<file path="src/hw/rtl/krt_pkg.sv">
// shared types, widths and codes of the keyed record table
package krt_pkg;

  localparam int CAPACITY_DEF = 8;

  localparam int OP_W    = 3;
  localparam int KEY_W   = 32;
  localparam int QTY_W   = 16;
  localparam int PRICE_W = 24;
  localparam int ST_W    = 3;
  localparam int CNT_W   = 4;

  localparam logic [OP_W-1:0] OP_INSERT = 3'd0;
  localparam logic [OP_W-1:0] OP_DELETE = 3'd1;
  localparam logic [OP_W-1:0] OP_SEARCH = 3'd2;
  localparam logic [OP_W-1:0] OP_SET_QTY = 3'd3;
  localparam logic [OP_W-1:0] OP_SET_PRICE = 3'd4;
  localparam logic [OP_W-1:0] OP_LIST = 3'd5;

  localparam logic [ST_W-1:0] ST_OK       = 3'd0;
  localparam logic [ST_W-1:0] ST_FULL     = 3'd1;
  localparam logic [ST_W-1:0] ST_DUP      = 3'd2;
  localparam logic [ST_W-1:0] ST_EMPTY    = 3'd3;
  localparam logic [ST_W-1:0] ST_NOTFOUND = 3'd4;
  localparam logic [ST_W-1:0] ST_INVALID  = 3'd5;

  typedef struct packed {
    logic signed [KEY_W-1:0] key;
    logic [QTY_W-1:0]        qty;
    logic [PRICE_W-1:0]      price;
  } rec_t;

endpackage

</file>
<file path="src/hw/rtl/krt_if.sv">
// valid/ready channel interfaces for request and result items
interface krt_in_if;
  import krt_pkg::*;
  logic                    valid;
  logic                    ready;
  logic [OP_W-1:0]         operation;
  logic signed [KEY_W-1:0] item_key;
  logic [QTY_W-1:0]        quantity_in;
  logic [PRICE_W-1:0]      price_in;

  modport source (output valid, output operation, output item_key, output quantity_in,
                  output price_in, input ready);
  modport sink (input valid, input operation, input item_key, input quantity_in,
                input price_in, output ready);
endinterface

interface krt_out_if;
  import krt_pkg::*;
  logic                    valid;
  logic                    ready;
  logic [ST_W-1:0]         status;
  logic signed [KEY_W-1:0] key_out;
  logic [QTY_W-1:0]        quantity_out;
  logic [PRICE_W-1:0]      price_out;
  logic [CNT_W-1:0]        entry_count;
  logic                    last;

  modport source (output valid, output status, output key_out, output quantity_out,
                  output price_out, output entry_count, output last, input ready);
  modport sink (input valid, input status, input key_out, input quantity_out,
                input price_out, input entry_count, input last, output ready);
endinterface

</file>
<file path="src/hw/rtl/keyed_record_table.sv">
// keyed record table top level: sequencer plus record memory
// a rejected op, or any op but insert on an empty table, goes straight to the result; lookup
//   scans keys from slot 0; delete moves each later record down; new keys are added at the end
// list: records in slot order, one record per cycle as the output drains
// input ready again from the edge that loads the last result; output stalls hold the sequencer
// reset: synchronous active-low rst_n clears the record count, sequencer and output valid
module keyed_record_table #(
  parameter int CAPACITY = krt_pkg::CAPACITY_DEF
) (
  input  logic      clk,
  input  logic      rst_n,
  krt_in_if.sink    in_item,
  krt_out_if.source out_item
);
  import krt_pkg::*;

  localparam int IW = (CAPACITY > 1) ? $clog2(CAPACITY) : 1;

  logic          mem_we;
  logic [IW-1:0] mem_waddr;
  logic [IW-1:0] mem_raddr;
  rec_t          mem_wdata;
  rec_t          mem_rdata;

  krt_ctrl #(
    .CAPACITY (CAPACITY),
    .IW       (IW)
  ) u_ctrl (
    .clk       (clk),
    .rst_n     (rst_n),
    .in_item   (in_item),
    .out_item  (out_item),
    .mem_we    (mem_we),
    .mem_waddr (mem_waddr),
    .mem_wdata (mem_wdata),
    .mem_raddr (mem_raddr),
    .mem_rdata (mem_rdata)
  );

  krt_store #(
    .CAPACITY (CAPACITY),
    .IW       (IW)
  ) u_store (
    .clk   (clk),
    .we    (mem_we),
    .waddr (mem_waddr),
    .wdata (mem_wdata),
    .raddr (mem_raddr),
    .rdata (mem_rdata)
  );

endmodule

</file>
<file path="src/hw/rtl/krt_store.sv">
// record memory: one write port, one registered read port
module krt_store #(
  parameter int CAPACITY = krt_pkg::CAPACITY_DEF,
  parameter int IW = (CAPACITY > 1) ? $clog2(CAPACITY) : 1
) (
  input  logic          clk,
  input  logic          we,
  input  logic [IW-1:0] waddr,
  input  krt_pkg::rec_t wdata,
  input  logic [IW-1:0] raddr,
  output krt_pkg::rec_t rdata
);
  import krt_pkg::*;

  rec_t mem [CAPACITY];
  rec_t rdata_r;

  always_ff @(posedge clk) begin
    if (we) begin
      mem[waddr] <= wdata;
    end
  end

  always_ff @(posedge clk) begin
    rdata_r <= mem[raddr];
  end

  assign rdata = rdata_r;

endmodule

</file>
<file path="src/hw/rtl/krt_ctrl.sv">
// sequencer with the shared key comparator, record count and output register
module krt_ctrl #(
  parameter int CAPACITY = krt_pkg::CAPACITY_DEF,
  parameter int IW = (CAPACITY > 1) ? $clog2(CAPACITY) : 1
) (
  input  logic            clk,
  input  logic            rst_n,
  krt_in_if.sink          in_item,
  krt_out_if.source       out_item,
  output logic            mem_we,
  output logic [IW-1:0]   mem_waddr,
  output krt_pkg::rec_t   mem_wdata,
  output logic [IW-1:0]   mem_raddr,
  input  krt_pkg::rec_t   mem_rdata
);
  import krt_pkg::*;

  localparam int CW = $clog2(CAPACITY + 1);
  localparam int XW = CW + 1;
  localparam logic [XW-1:0] CAP_X = XW'(CAPACITY);

  localparam logic [2:0] S_IDLE    = 3'd0;
  localparam logic [2:0] S_SCAN    = 3'd1;
  localparam logic [2:0] S_CMP     = 3'd2;
  localparam logic [2:0] S_INS     = 3'd3;
  localparam logic [2:0] S_SHIFT   = 3'd4;
  localparam logic [2:0] S_LIST_RD = 3'd5;
  localparam logic [2:0] S_LIST_EM = 3'd6;
  localparam logic [2:0] S_RESP    = 3'd7;

  logic [2:0]         state_r, state_nxt;
  logic [IW-1:0]      idx_r, idx_nxt;
  logic [CW-1:0]      cnt_r, cnt_nxt;
  logic [OP_W-1:0]    op_r, op_nxt;
  logic [KEY_W-1:0]   key_r, key_nxt;
  logic [QTY_W-1:0]   qty_r, qty_nxt;
  logic [PRICE_W-1:0] price_r, price_nxt;
  logic [ST_W-1:0]    st_r, st_nxt;
  rec_t               rec_r, rec_nxt;

  logic               out_valid_r, out_valid_nxt;
  logic [ST_W-1:0]    out_st_r, out_st_nxt;
  rec_t               out_rec_r, out_rec_nxt;
  logic [CW-1:0]      out_cnt_r, out_cnt_nxt;
  logic               out_last_r, out_last_nxt;
  logic               out_ld;

  logic               can_emit;
  logic               key_hit;
  logic [XW-1:0]      idx1, idx2, cnt_x;
  rec_t               new_rec;

  assign can_emit = !out_valid_r || out_item.ready;
  assign key_hit  = (mem_rdata.key == $signed(key_r));
  assign idx1     = XW'(idx_r) + XW'(1);
  assign idx2     = XW'(idx_r) + XW'(2);
  assign cnt_x    = XW'(cnt_r);

  always_comb begin
    new_rec.key   = $signed(key_r);
    new_rec.qty   = qty_r;
    new_rec.price = price_r;
  end

  always_comb begin
    state_nxt = state_r;
    idx_nxt   = idx_r;
    cnt_nxt   = cnt_r;
    op_nxt    = op_r;
    key_nxt   = key_r;
    qty_nxt   = qty_r;
    price_nxt = price_r;
    st_nxt    = st_r;
    rec_nxt   = rec_r;
    mem_we    = 1'b0;
    mem_waddr = idx_r;
    mem_wdata = mem_rdata;
    mem_raddr = idx_r;
    out_ld       = 1'b0;
    out_st_nxt   = out_st_r;
    out_rec_nxt  = out_rec_r;
    out_cnt_nxt  = out_cnt_r;
    out_last_nxt = out_last_r;

    unique case (state_r)
      S_IDLE: begin
        if (in_item.valid) begin
          op_nxt    = in_item.operation;
          key_nxt   = in_item.item_key;
          qty_nxt   = in_item.quantity_in;
          price_nxt = in_item.price_in;
          idx_nxt   = '0;
          rec_nxt   = '0;
          unique case (in_item.operation) inside
            OP_INSERT: begin
              if (cnt_x >= CAP_X) begin
                st_nxt    = ST_FULL;
                state_nxt = S_RESP;
              end else if (cnt_r == '0) begin
                state_nxt = S_INS;
              end else begin
                state_nxt = S_SCAN;
              end
            end
            OP_DELETE, OP_SEARCH, OP_SET_QTY, OP_SET_PRICE, OP_LIST: begin
              if (cnt_r == '0) begin
                st_nxt    = ST_EMPTY;
                state_nxt = S_RESP;
              end else if (in_item.operation == OP_LIST) begin
                state_nxt = S_LIST_RD;
              end else begin
                state_nxt = S_SCAN;
              end
            end
            default: begin
              st_nxt    = ST_INVALID;
              state_nxt = S_RESP;
            end
          endcase
        end
      end

      S_SCAN: begin
        mem_raddr = idx_r;
        state_nxt = S_CMP;
      end

      S_CMP: begin
        // read of the following slot goes out every cycle here
        mem_raddr = idx1[IW-1:0];
        if (key_hit) begin
          st_nxt    = ST_OK;
          state_nxt = S_RESP;
          rec_nxt   = mem_rdata;
          unique case (op_r)
            OP_INSERT: begin
              st_nxt  = ST_DUP;
              rec_nxt = '0;
            end
            OP_DELETE: begin
              if (idx1 == cnt_x) begin
                cnt_nxt = cnt_r - CW'(1);
              end else begin
                state_nxt = S_SHIFT;
              end
            end
            OP_SET_QTY: begin
              rec_nxt.qty = qty_r;
              mem_we      = 1'b1;
              mem_wdata   = {mem_rdata.key, qty_r, mem_rdata.price};
            end
            OP_SET_PRICE: begin
              rec_nxt.price = price_r;
              mem_we        = 1'b1;
              mem_wdata     = {mem_rdata.key, mem_rdata.qty, price_r};
            end
            default: begin
            end
          endcase
        end else if (idx1 < cnt_x) begin
          idx_nxt = idx1[IW-1:0];
        end else if (op_r == OP_INSERT) begin
          state_nxt = S_INS;
        end else begin
          st_nxt    = ST_NOTFOUND;
          rec_nxt   = '0;
          state_nxt = S_RESP;
        end
      end

      S_INS: begin
        state_nxt = S_RESP;
        if (qty_r == '0 || price_r == '0) begin
          st_nxt  = ST_INVALID;
          rec_nxt = '0;
        end else begin
          st_nxt    = ST_OK;
          rec_nxt   = new_rec;
          mem_we    = 1'b1;
          mem_waddr = cnt_r[IW-1:0];
          mem_wdata = new_rec;
          cnt_nxt   = cnt_r + CW'(1);
        end
      end

      S_SHIFT: begin
        // read data is the slot above idx, moved down one
        mem_we    = 1'b1;
        mem_waddr = idx_r;
        mem_wdata = mem_rdata;
        mem_raddr = idx2[IW-1:0];
        if (idx2 == cnt_x) begin
          cnt_nxt   = cnt_r - CW'(1);
          state_nxt = S_RESP;
        end else begin
          idx_nxt = idx1[IW-1:0];
        end
      end

      S_LIST_RD: begin
        mem_raddr = idx_r;
        state_nxt = S_LIST_EM;
      end

      S_LIST_EM: begin
        if (can_emit) begin
          out_ld       = 1'b1;
          out_st_nxt   = ST_OK;
          out_rec_nxt  = mem_rdata;
          out_cnt_nxt  = cnt_r;
          out_last_nxt = (idx1 == cnt_x);
          mem_raddr    = idx1[IW-1:0];
          if (idx1 == cnt_x) begin
            state_nxt = S_IDLE;
          end else begin
            idx_nxt = idx1[IW-1:0];
          end
        end else begin
          // hold the read data while the output is stalled
          mem_raddr = idx_r;
        end
      end

      S_RESP: begin
        if (can_emit) begin
          out_ld       = 1'b1;
          out_st_nxt   = st_r;
          out_rec_nxt  = rec_r;
          out_cnt_nxt  = cnt_r;
          out_last_nxt = 1'b1;
          state_nxt    = S_IDLE;
        end
      end

      default: begin
        state_nxt = S_IDLE;
      end
    endcase

    if (out_ld) begin
      out_valid_nxt = 1'b1;
    end else if (out_item.ready) begin
      out_valid_nxt = 1'b0;
    end else begin
      out_valid_nxt = out_valid_r;
    end
  end

  always_ff @(posedge clk) begin
    if (!rst_n) begin
      state_r     <= S_IDLE;
      cnt_r       <= '0;
      out_valid_r <= 1'b0;
    end else begin
      state_r     <= state_nxt;
      cnt_r       <= cnt_nxt;
      out_valid_r <= out_valid_nxt;
    end
  end

  always_ff @(posedge clk) begin
    idx_r      <= idx_nxt;
    op_r       <= op_nxt;
    key_r      <= key_nxt;
    qty_r      <= qty_nxt;
    price_r    <= price_nxt;
    st_r       <= st_nxt;
    rec_r      <= rec_nxt;
    out_st_r   <= out_st_nxt;
    out_rec_r  <= out_rec_nxt;
    out_cnt_r  <= out_cnt_nxt;
    out_last_r <= out_last_nxt;
  end

  assign in_item.ready         = (state_r == S_IDLE);
  assign out_item.valid        = out_valid_r;
  assign out_item.status       = out_st_r;
  assign out_item.key_out      = out_rec_r.key;
  assign out_item.quantity_out = out_rec_r.qty;
  assign out_item.price_out    = out_rec_r.price;
  assign out_item.entry_count  = CNT_W'(out_cnt_r);
  assign out_item.last         = out_last_r;

endmodule
</file>
<file path="src/flat_wrapper.sv">
// flat-port wrapper written by rule: the top's interface ports become plain ports
module keyed_record_table_flat import krt_pkg::*;
#(
  parameter int CAPACITY = krt_pkg::CAPACITY_DEF
)
  (clk, rst_n, in_item_valid, in_item_operation, in_item_item_key, in_item_quantity_in, in_item_price_in, in_item_ready, out_item_valid, out_item_status, out_item_key_out, out_item_quantity_out, out_item_price_out, out_item_entry_count, out_item_last, out_item_ready);
  krt_in_if in_item_i ();
  krt_out_if out_item_i ();
  input  logic clk;
  input  logic rst_n;
  input wire logic [$bits(in_item_i.valid)-1:0] in_item_valid;
  input wire logic [$bits(in_item_i.operation)-1:0] in_item_operation;
  input wire logic [$bits(in_item_i.item_key)-1:0] in_item_item_key;
  input wire logic [$bits(in_item_i.quantity_in)-1:0] in_item_quantity_in;
  input wire logic [$bits(in_item_i.price_in)-1:0] in_item_price_in;
  output wire logic [$bits(in_item_i.ready)-1:0] in_item_ready;
  output wire logic [$bits(out_item_i.valid)-1:0] out_item_valid;
  output wire logic [$bits(out_item_i.status)-1:0] out_item_status;
  output wire logic [$bits(out_item_i.key_out)-1:0] out_item_key_out;
  output wire logic [$bits(out_item_i.quantity_out)-1:0] out_item_quantity_out;
  output wire logic [$bits(out_item_i.price_out)-1:0] out_item_price_out;
  output wire logic [$bits(out_item_i.entry_count)-1:0] out_item_entry_count;
  output wire logic [$bits(out_item_i.last)-1:0] out_item_last;
  input wire logic [$bits(out_item_i.ready)-1:0] out_item_ready;
  assign in_item_i.valid = in_item_valid;
  assign in_item_i.operation = in_item_operation;
  assign in_item_i.item_key = in_item_item_key;
  assign in_item_i.quantity_in = in_item_quantity_in;
  assign in_item_i.price_in = in_item_price_in;
  assign in_item_ready = in_item_i.ready;
  assign out_item_valid = out_item_i.valid;
  assign out_item_status = out_item_i.status;
  assign out_item_key_out = out_item_i.key_out;
  assign out_item_quantity_out = out_item_i.quantity_out;
  assign out_item_price_out = out_item_i.price_out;
  assign out_item_entry_count = out_item_i.entry_count;
  assign out_item_last = out_item_i.last;
  assign out_item_i.ready = out_item_ready;
  keyed_record_table #(.CAPACITY(CAPACITY)) u_core (.clk(clk), .rst_n(rst_n), .in_item(in_item_i), .out_item(out_item_i));
endmodule
</file>
<file path="config.mk">
export PLATFORM = sky130hd
export DESIGN_NAME = keyed_record_table_flat
export DESIGN_NICKNAME = d
export VERILOG_FILES = /design/src/hw/rtl/krt_pkg.sv /design/src/hw/rtl/krt_if.sv /design/src/hw/rtl/keyed_record_table.sv /design/src/hw/rtl/krt_store.sv /design/src/hw/rtl/krt_ctrl.sv /design/src/flat_wrapper.sv
export SDC_FILE = /design/constraint.sdc
export NUM_CORES = 1
export LEC_CHECK = 0
export ABC_AREA = 1
export BUFFER_PORTS_ARGS = -buffer_cell sky130_fd_sc_hd__buf_2
export CORE_MARGIN = 10
export CORE_UTILIZATION = 37
export DETAILED_ROUTE_END_ITERATION = 7
export PLACE_DENSITY = 0.61
export SKIP_LAST_GASP = 1
export SYNTH_ARGS = -nofsm -noshare
export SYNTH_HDL_FRONTEND = slang
export SYNTH_SLANG_ARGS = --single-unit
</file>
<file path="constraint.sdc">
create_clock -name clk -period 7.9 [get_ports clk]
set_input_delay 0.79 -clock clk [delete_from_list [all_inputs] [get_ports clk]]
set_output_delay 0.79 -clock clk [all_outputs]
set_load 0.05 [all_outputs]
</file>
* Word level (Yosys, flattened, before mapping)
Memory sizes are Yosys's and may differ from the RTL's. A register that Yosys moved wholly into a read port is not among the register bits. Index checks and enable logic that the tools add are counted.
Cells by class: add/subtract/negate cells 4, muxes and demuxes 74, eq/ne operators 35, $lt $le $gt $ge 2, reductions and logical operators 25
Operator list (number):
- 72-bit two-way mux | 8
- 72-bit case mux with 2 select lines | 2
- 72-bit case mux with 3 select lines | 1
- 3-bit two-way mux | 28
- 40-bit case mux with 2 select lines | 1
- 24-bit case mux with 2 select lines | 1
- 40-bit two-way mux | 1
- 32-bit == test | 1
- 32-bit two-way mux | 1
- 16-bit case mux with 2 select lines | 1
- 24-bit logical NOT | 1
- 2-bit inequality test, second input constant | 12
- 3-bit case mux with 8 select lines | 1
- 3-bit == test, second input constant | 7
- 4-bit two-way mux | 5
- 3-bit case mux with 2 select lines | 3
- 3-bit case mux with 3 select lines | 2
- 6-bit AND reduction | 3
- 16-bit logical NOT | 1
- 3-bit by 2-bit == test with 1-bit output, second input constant | 5
- 3-bit case mux with 4 select lines | 1
- 4-bit case mux with 3 select lines | 1
- 1-bit two-way mux | 11
- 3-bit by 1-bit == test with 1-bit output, second input constant | 3
- other kinds (26) | 39
Word-level totals: output and inout bits 82, register bits after elaboration 241, bits in writable memories 576, memories 1, input port bits 79
Memories:
- u_core.u_store.mem | words 8, bits a word 72, read ports 1, clocked after memory_dff 1, write ports 1, RTL line krt_store.sv:15 | rec_t mem [CAPACITY];

* Logic depth before layout (Yosys ltp)
depth after elaboration 7, gate-level depth with buffers 15, gate-level depth less buffers 14

* Cells and area by module
Synthesis repeated with hierarchy kept, for this count alone.
Unflattened totals: cells, all modules 3811, area, all modules 38842.3 um^2
By module, submodules not included:
- krt_store | area each 26565.5 um^2, times used 1, cells each 2577
- krt_ctrl | area each 12276.8 um^2, times used 1, cells each 1234

* Worst setup path after synthesis
Ideal clock, no wire load.
kind register -> register, from register u_core.u_ctrl.idx_r[1], to register u_core.u_ctrl.st_r[0] (enable), path slack 2.421 ns, stages on the path, launching flop included 11, period minus slack after synthesis 5.479 ns, library setup time 0.307 ns, data arrival time 5.171 ns, path buffers 0, path through edfxtp_1 -> ha_1 -> xnor2_1 -> inv_1 -> ha_1 -> nand2_1 -> o311a_1 -> nand3_1 -> nand2_1 -> nor2_1 -> o21a_1
Between the ends: cells in the longest elaborated chain, start to end 4
RTL lines:
- start, declared | RTL line krt_ctrl.sv:32 | logic [IW-1:0] idx_r, idx_nxt;
- start signal, assigned | RTL line krt_ctrl.sv:262 | idx_r <= idx_nxt;
- 3-bit by 1-bit adder with 4-bit output | RTL line krt_ctrl.sv:55 | assign idx1 = XW'(idx_r) + XW'(1);
- named net u_core.u_ctrl.idx1[2] | RTL line krt_ctrl.sv:50 | logic [XW-1:0] idx1, idx2, cnt_x;
- 4-bit less-than comparator | RTL line krt_ctrl.sv:160 | end else if (idx1 < cnt_x) begin
- 3-bit inequality test (no line)
- 6-bit AND reduction (no line)
- end signal, assigned | RTL line krt_ctrl.sv:267 | st_r <= st_nxt;
- end, declared | RTL line krt_ctrl.sv:38 | logic [ST_W-1:0] st_r, st_nxt;
The timed path passes the listed nets, and every way through them passes these cells. A chain may end at the register's enable or synchronous reset.

* Worst setup path in the final report
from register u_core.u_ctrl.state_r[1], to memory u_core.u_store.mem[0][6] (netlist bit) (enable)
Between the ends: cells in the longest elaborated chain, start to end 4
RTL lines:
- start, declared | RTL line krt_ctrl.sv:31 | logic [2:0] state_r, state_nxt;
- start signal, assigned | RTL line krt_ctrl.sv:255 | state_r <= state_nxt;
- 3-bit == test or 3-bit by 2-bit == test with 1-bit output (tied branches) | RTL line krt_ctrl.sv:85 | unique case (state_r)
- 1-bit case mux with 3 select lines | RTL line krt_ctrl.sv:85
- 1-bit two-way mux | RTL line krt_store.sv:19 | if (we) begin
- 1-bit two-way mux (implied by the code) | RTL line krt_store.sv:20 | mem[waddr] <= wdata;
- end, declared | RTL line krt_store.sv:15
Several ways; a longest one is shown, not always the timed one.

==> qor.yml <==
grt_max_degree: 145
synth_edf_count: 809
drv_cap: 0
track_usage: 0.160
multi_input_comb_area_mm2: 0.00878
drv_slew: 0
die_w_um: 333
hold-worst-slack_ns: 0.308
core_mm2: 0.0969
hold_end: "u_core.u_ctrl.key_r[0]"
fmax_mhz: 224
crit_chain: "nand2_2 > nor2_2 > nand2_2 > o21ai_0 > inv_1 > nand3_1 > clkinv_2 > buf_4"
post-place-ws_ns: 3.40
hold_viol_final: 0
start_util: 0.374
die_area_mm2: 0.111
cts_sinks: 889
num-fill-cells: 8816
powerDensity_mw_per_mm2: 440
grt_first_pass_wirelength_mm: 137
vias_per_cell: 5.12
synth_most_common_cell: "edfxtp_1"
grt_overflow_total: 0
path_max_fanout: 41
drc: 0
htree_levels: 3
synthTopCellsByCount: "edfxtp_1, nand2_1, o211ai_1"
cts_hold_buffers: 0
finalNetCount: 3153
wl_per_cell_um: 20.7
worstRegToRegCells: 8
critPathLaunchType: "flip-flop"
fin_crit_ns: 4.47
rsz0062_at_grt: "no"
tns_ns: 0
hp-class: "input port to flip-flop"
setup_viol: 0
status: "completed"
syn_nets: 3018
cts-root-buf: "clkbuf_16"
finalWorstSetupSlack_ns: 3.43
ir_worst_vdd_uv: 464
yosysWarnings: 0
syn2layout_area_growth_pct: 14.3
ff_latch_area_mm2: 0.0259
rrSetupSlack_ns: 3.43
synth_cells: 2930
critPathRequiredTime_ns: 8.22
synth_area_leaders: "edfxtp_1, nand2_1, o211ai_1"
io_pins: 161
tightest_slew_ns: 1.35
path_common_cell: "nand2_2"
cts_tree: "yes"
post-route-util: 0.427
gp_congestion: 0.828
yosysTopAreaCellShare: 0.671
skew_ns: 0.0322
cpMaxStageDelayCell: "clkinv_2"
p_leak_nw: 15.0
yosysSeqAreaShare: 0.715
hpwl_mm: 51.5
synth_top_cell_by_area: "edfxtp_1"
dr.pass1.iters: 5
r2r-start: "u_core.u_ctrl.state_r[1]"
antenna_cells: 0
initialDrtViolationCount: 2260
syn_area_mm2: 0.0362
finalCritPeriodShare: 0.566
cts_resized: 0
cp.arrival_ns: 4.80
post_synth_num_cell_types: 43
end_kind: "flip-flop"
clk_path_buf_depth: 3
cts-buffers-inserted: 92
insertion_delay_ns: 0.66
async_flop_share: 0
worstHoldStart: "in_item_item_key[0]"
vias: 22600
grt_pass1_vias: 21700
slowest_delay_ns: 0.87
reg2reg_to: "u_core.u_store.mem[0][6]"
ys.flop_type: "edfxtp_1"
rows: 114
ys_ff_latch: 889
whs_path_depth: 1
wirelength_mm: 91.6
portBuffers: 160
worst-setup-path-type: "flip-flop to flip-flop"
synth.avg_cell_area_um2: 12.4
clk_pin_slew_ns: 0.06
final_antenna_net_count: 0
post-cts-setup-buffers: 0
die_h_um: 333
maxSlewHeadroom: 0.102
antenna_found_initial: 1
drive_above_1_share: 0.171
how the worst max path moves through the flow:
stage | end | from | depth (start not counted)
floorplan | u_core.u_ctrl.st_r[0] | u_core.u_ctrl.idx_r[1] | 10
global placement | u_core.u_store.rdata[48] | out_item_ready | 15
detailed placement | u_core.u_store.rdata[54] | out_item_ready | 15
CTS | u_core.u_store.mem[0][64] | u_core.u_ctrl.state_r[1] | 8
global route | u_core.u_store.mem[0][64] | u_core.u_ctrl.state_r[1] | 8
finish | u_core.u_store.mem[0][6] | u_core.u_ctrl.state_r[1] | 8
per-layer routing:
| metal | share of wire | up-vias | global-route usage | routed length [um] |
|---|---|---|---|---|
| met5 | 0.00014 | - | 0 | 13 |
| met4 | 0.020 | 2 | 0.0463 | 1850 |
| met3 | 0.064 | 114 | 0.0258 | 5840 |
| met2 | 0.46 | 714 | 0.258 | 42300 |
| met1 | 0.45 | 11100 | 0.222 | 41600 |
| li1 | - | 10700 | - | - |
worst max-delay path: cells and delay by family, from the launching register on:
| family | cells | cell delay [ns] |
|---|---|---|
| and+or+nand+nor | 4 | 1.20 |
| buffers and inverters | 3 | 1.73 |
| DFF | 1 | 0.59 |
| AOI/OAI and AO/OA | 1 | 0.57 |
power by group:
group	switching [W]	internal (W)	total, W
combinational	0.00459	0.00179	0.00638
clock	0.00179	0.00264	0.00443
sequential	0.000439	0.00695	0.00738
cell families after synthesis:
family	share of synthesized area
and+or+nand+nor	0.113
DFF	0.715
AOI/OAI and AO/OA	0.105
buffers and inverters	0.0444
muxes	0.0124
xor gates and xnor gates	0.00726
adders and majority gates	0.00332
layout make-up:
| cell class | instances | share of cell area |
|---|---|---|
| multi-input cells | 1647 | 0.212 |
| well taps | 1276 | 0.0386 |
| inverters | 243 | 0.0225 |
| flip-flops and latches | 889 | 0.626 |
| clock buffers | 133 | 0.0621 |
| repair buffers | 192 | 0.0255 |
| clock inverters | 39 | 0.0132 |
flip-flops by register name (all words and copies together), names as in the netlist:
name / flops
u_core.u_store.rdata: 72
u_core.u_ctrl.out_item.quantity_out: 16
u_core.u_ctrl.out_item.price_out: 24
u_core.u_ctrl.out_item.status: 3
u_core.u_ctrl.out_item.key_out: 32
u_core.u_ctrl.price_r: 24
u_core.u_ctrl.out_item.valid: 1
u_core.u_ctrl.key_r: 32
u_core.u_store.mem: 576
u_core.u_ctrl.out_item.last: 1
u_core.u_ctrl.idx_r: 3
u_core.u_ctrl.cnt_r: 4
u_core.u_ctrl.state_r: 3
u_core.u_ctrl.st_r: 3
u_core.u_ctrl.op_r: 3
u_core.u_ctrl.rec_r: 72
u_core.u_ctrl.out_item.entry_count: 4
u_core.u_ctrl.qty_r: 16
metrics by stage:
stage | area (um^2) | cells | total power, W
finish | 41400 | 4419 | 0.0182
global route | 41400 | 4419 | 0.0193
CTS | 41400 | 4419 | 0.0183
detailed placement | 38300 | 4247 | 0.0139
global placement | 38300 | 4247 | 0.0138
floorplan | 36200 | 2930 | 0.0120
layout by cell type (no fill, tap or decap), types with 9 or more instances in the layout:
cell type / instances
a21oi_1: 54
buf_2: 160
buf_4: 31
bufinv_16: 11
clkbuf_1: 31
clkbuf_16: 93
clkbuf_8: 9
clkinv_2: 21
dfxtp_1: 80
edfxtp_1: 809
inv_1: 227
mux2_2: 40
nand2_1: 511
nand3_1: 76
nor2_1: 178
o211ai_1: 239
o21ai_0: 208
o21ai_1: 99
or2_2: 137
xnor2_1: 27
No activity file was read; power rests on OpenSTA's default activity.
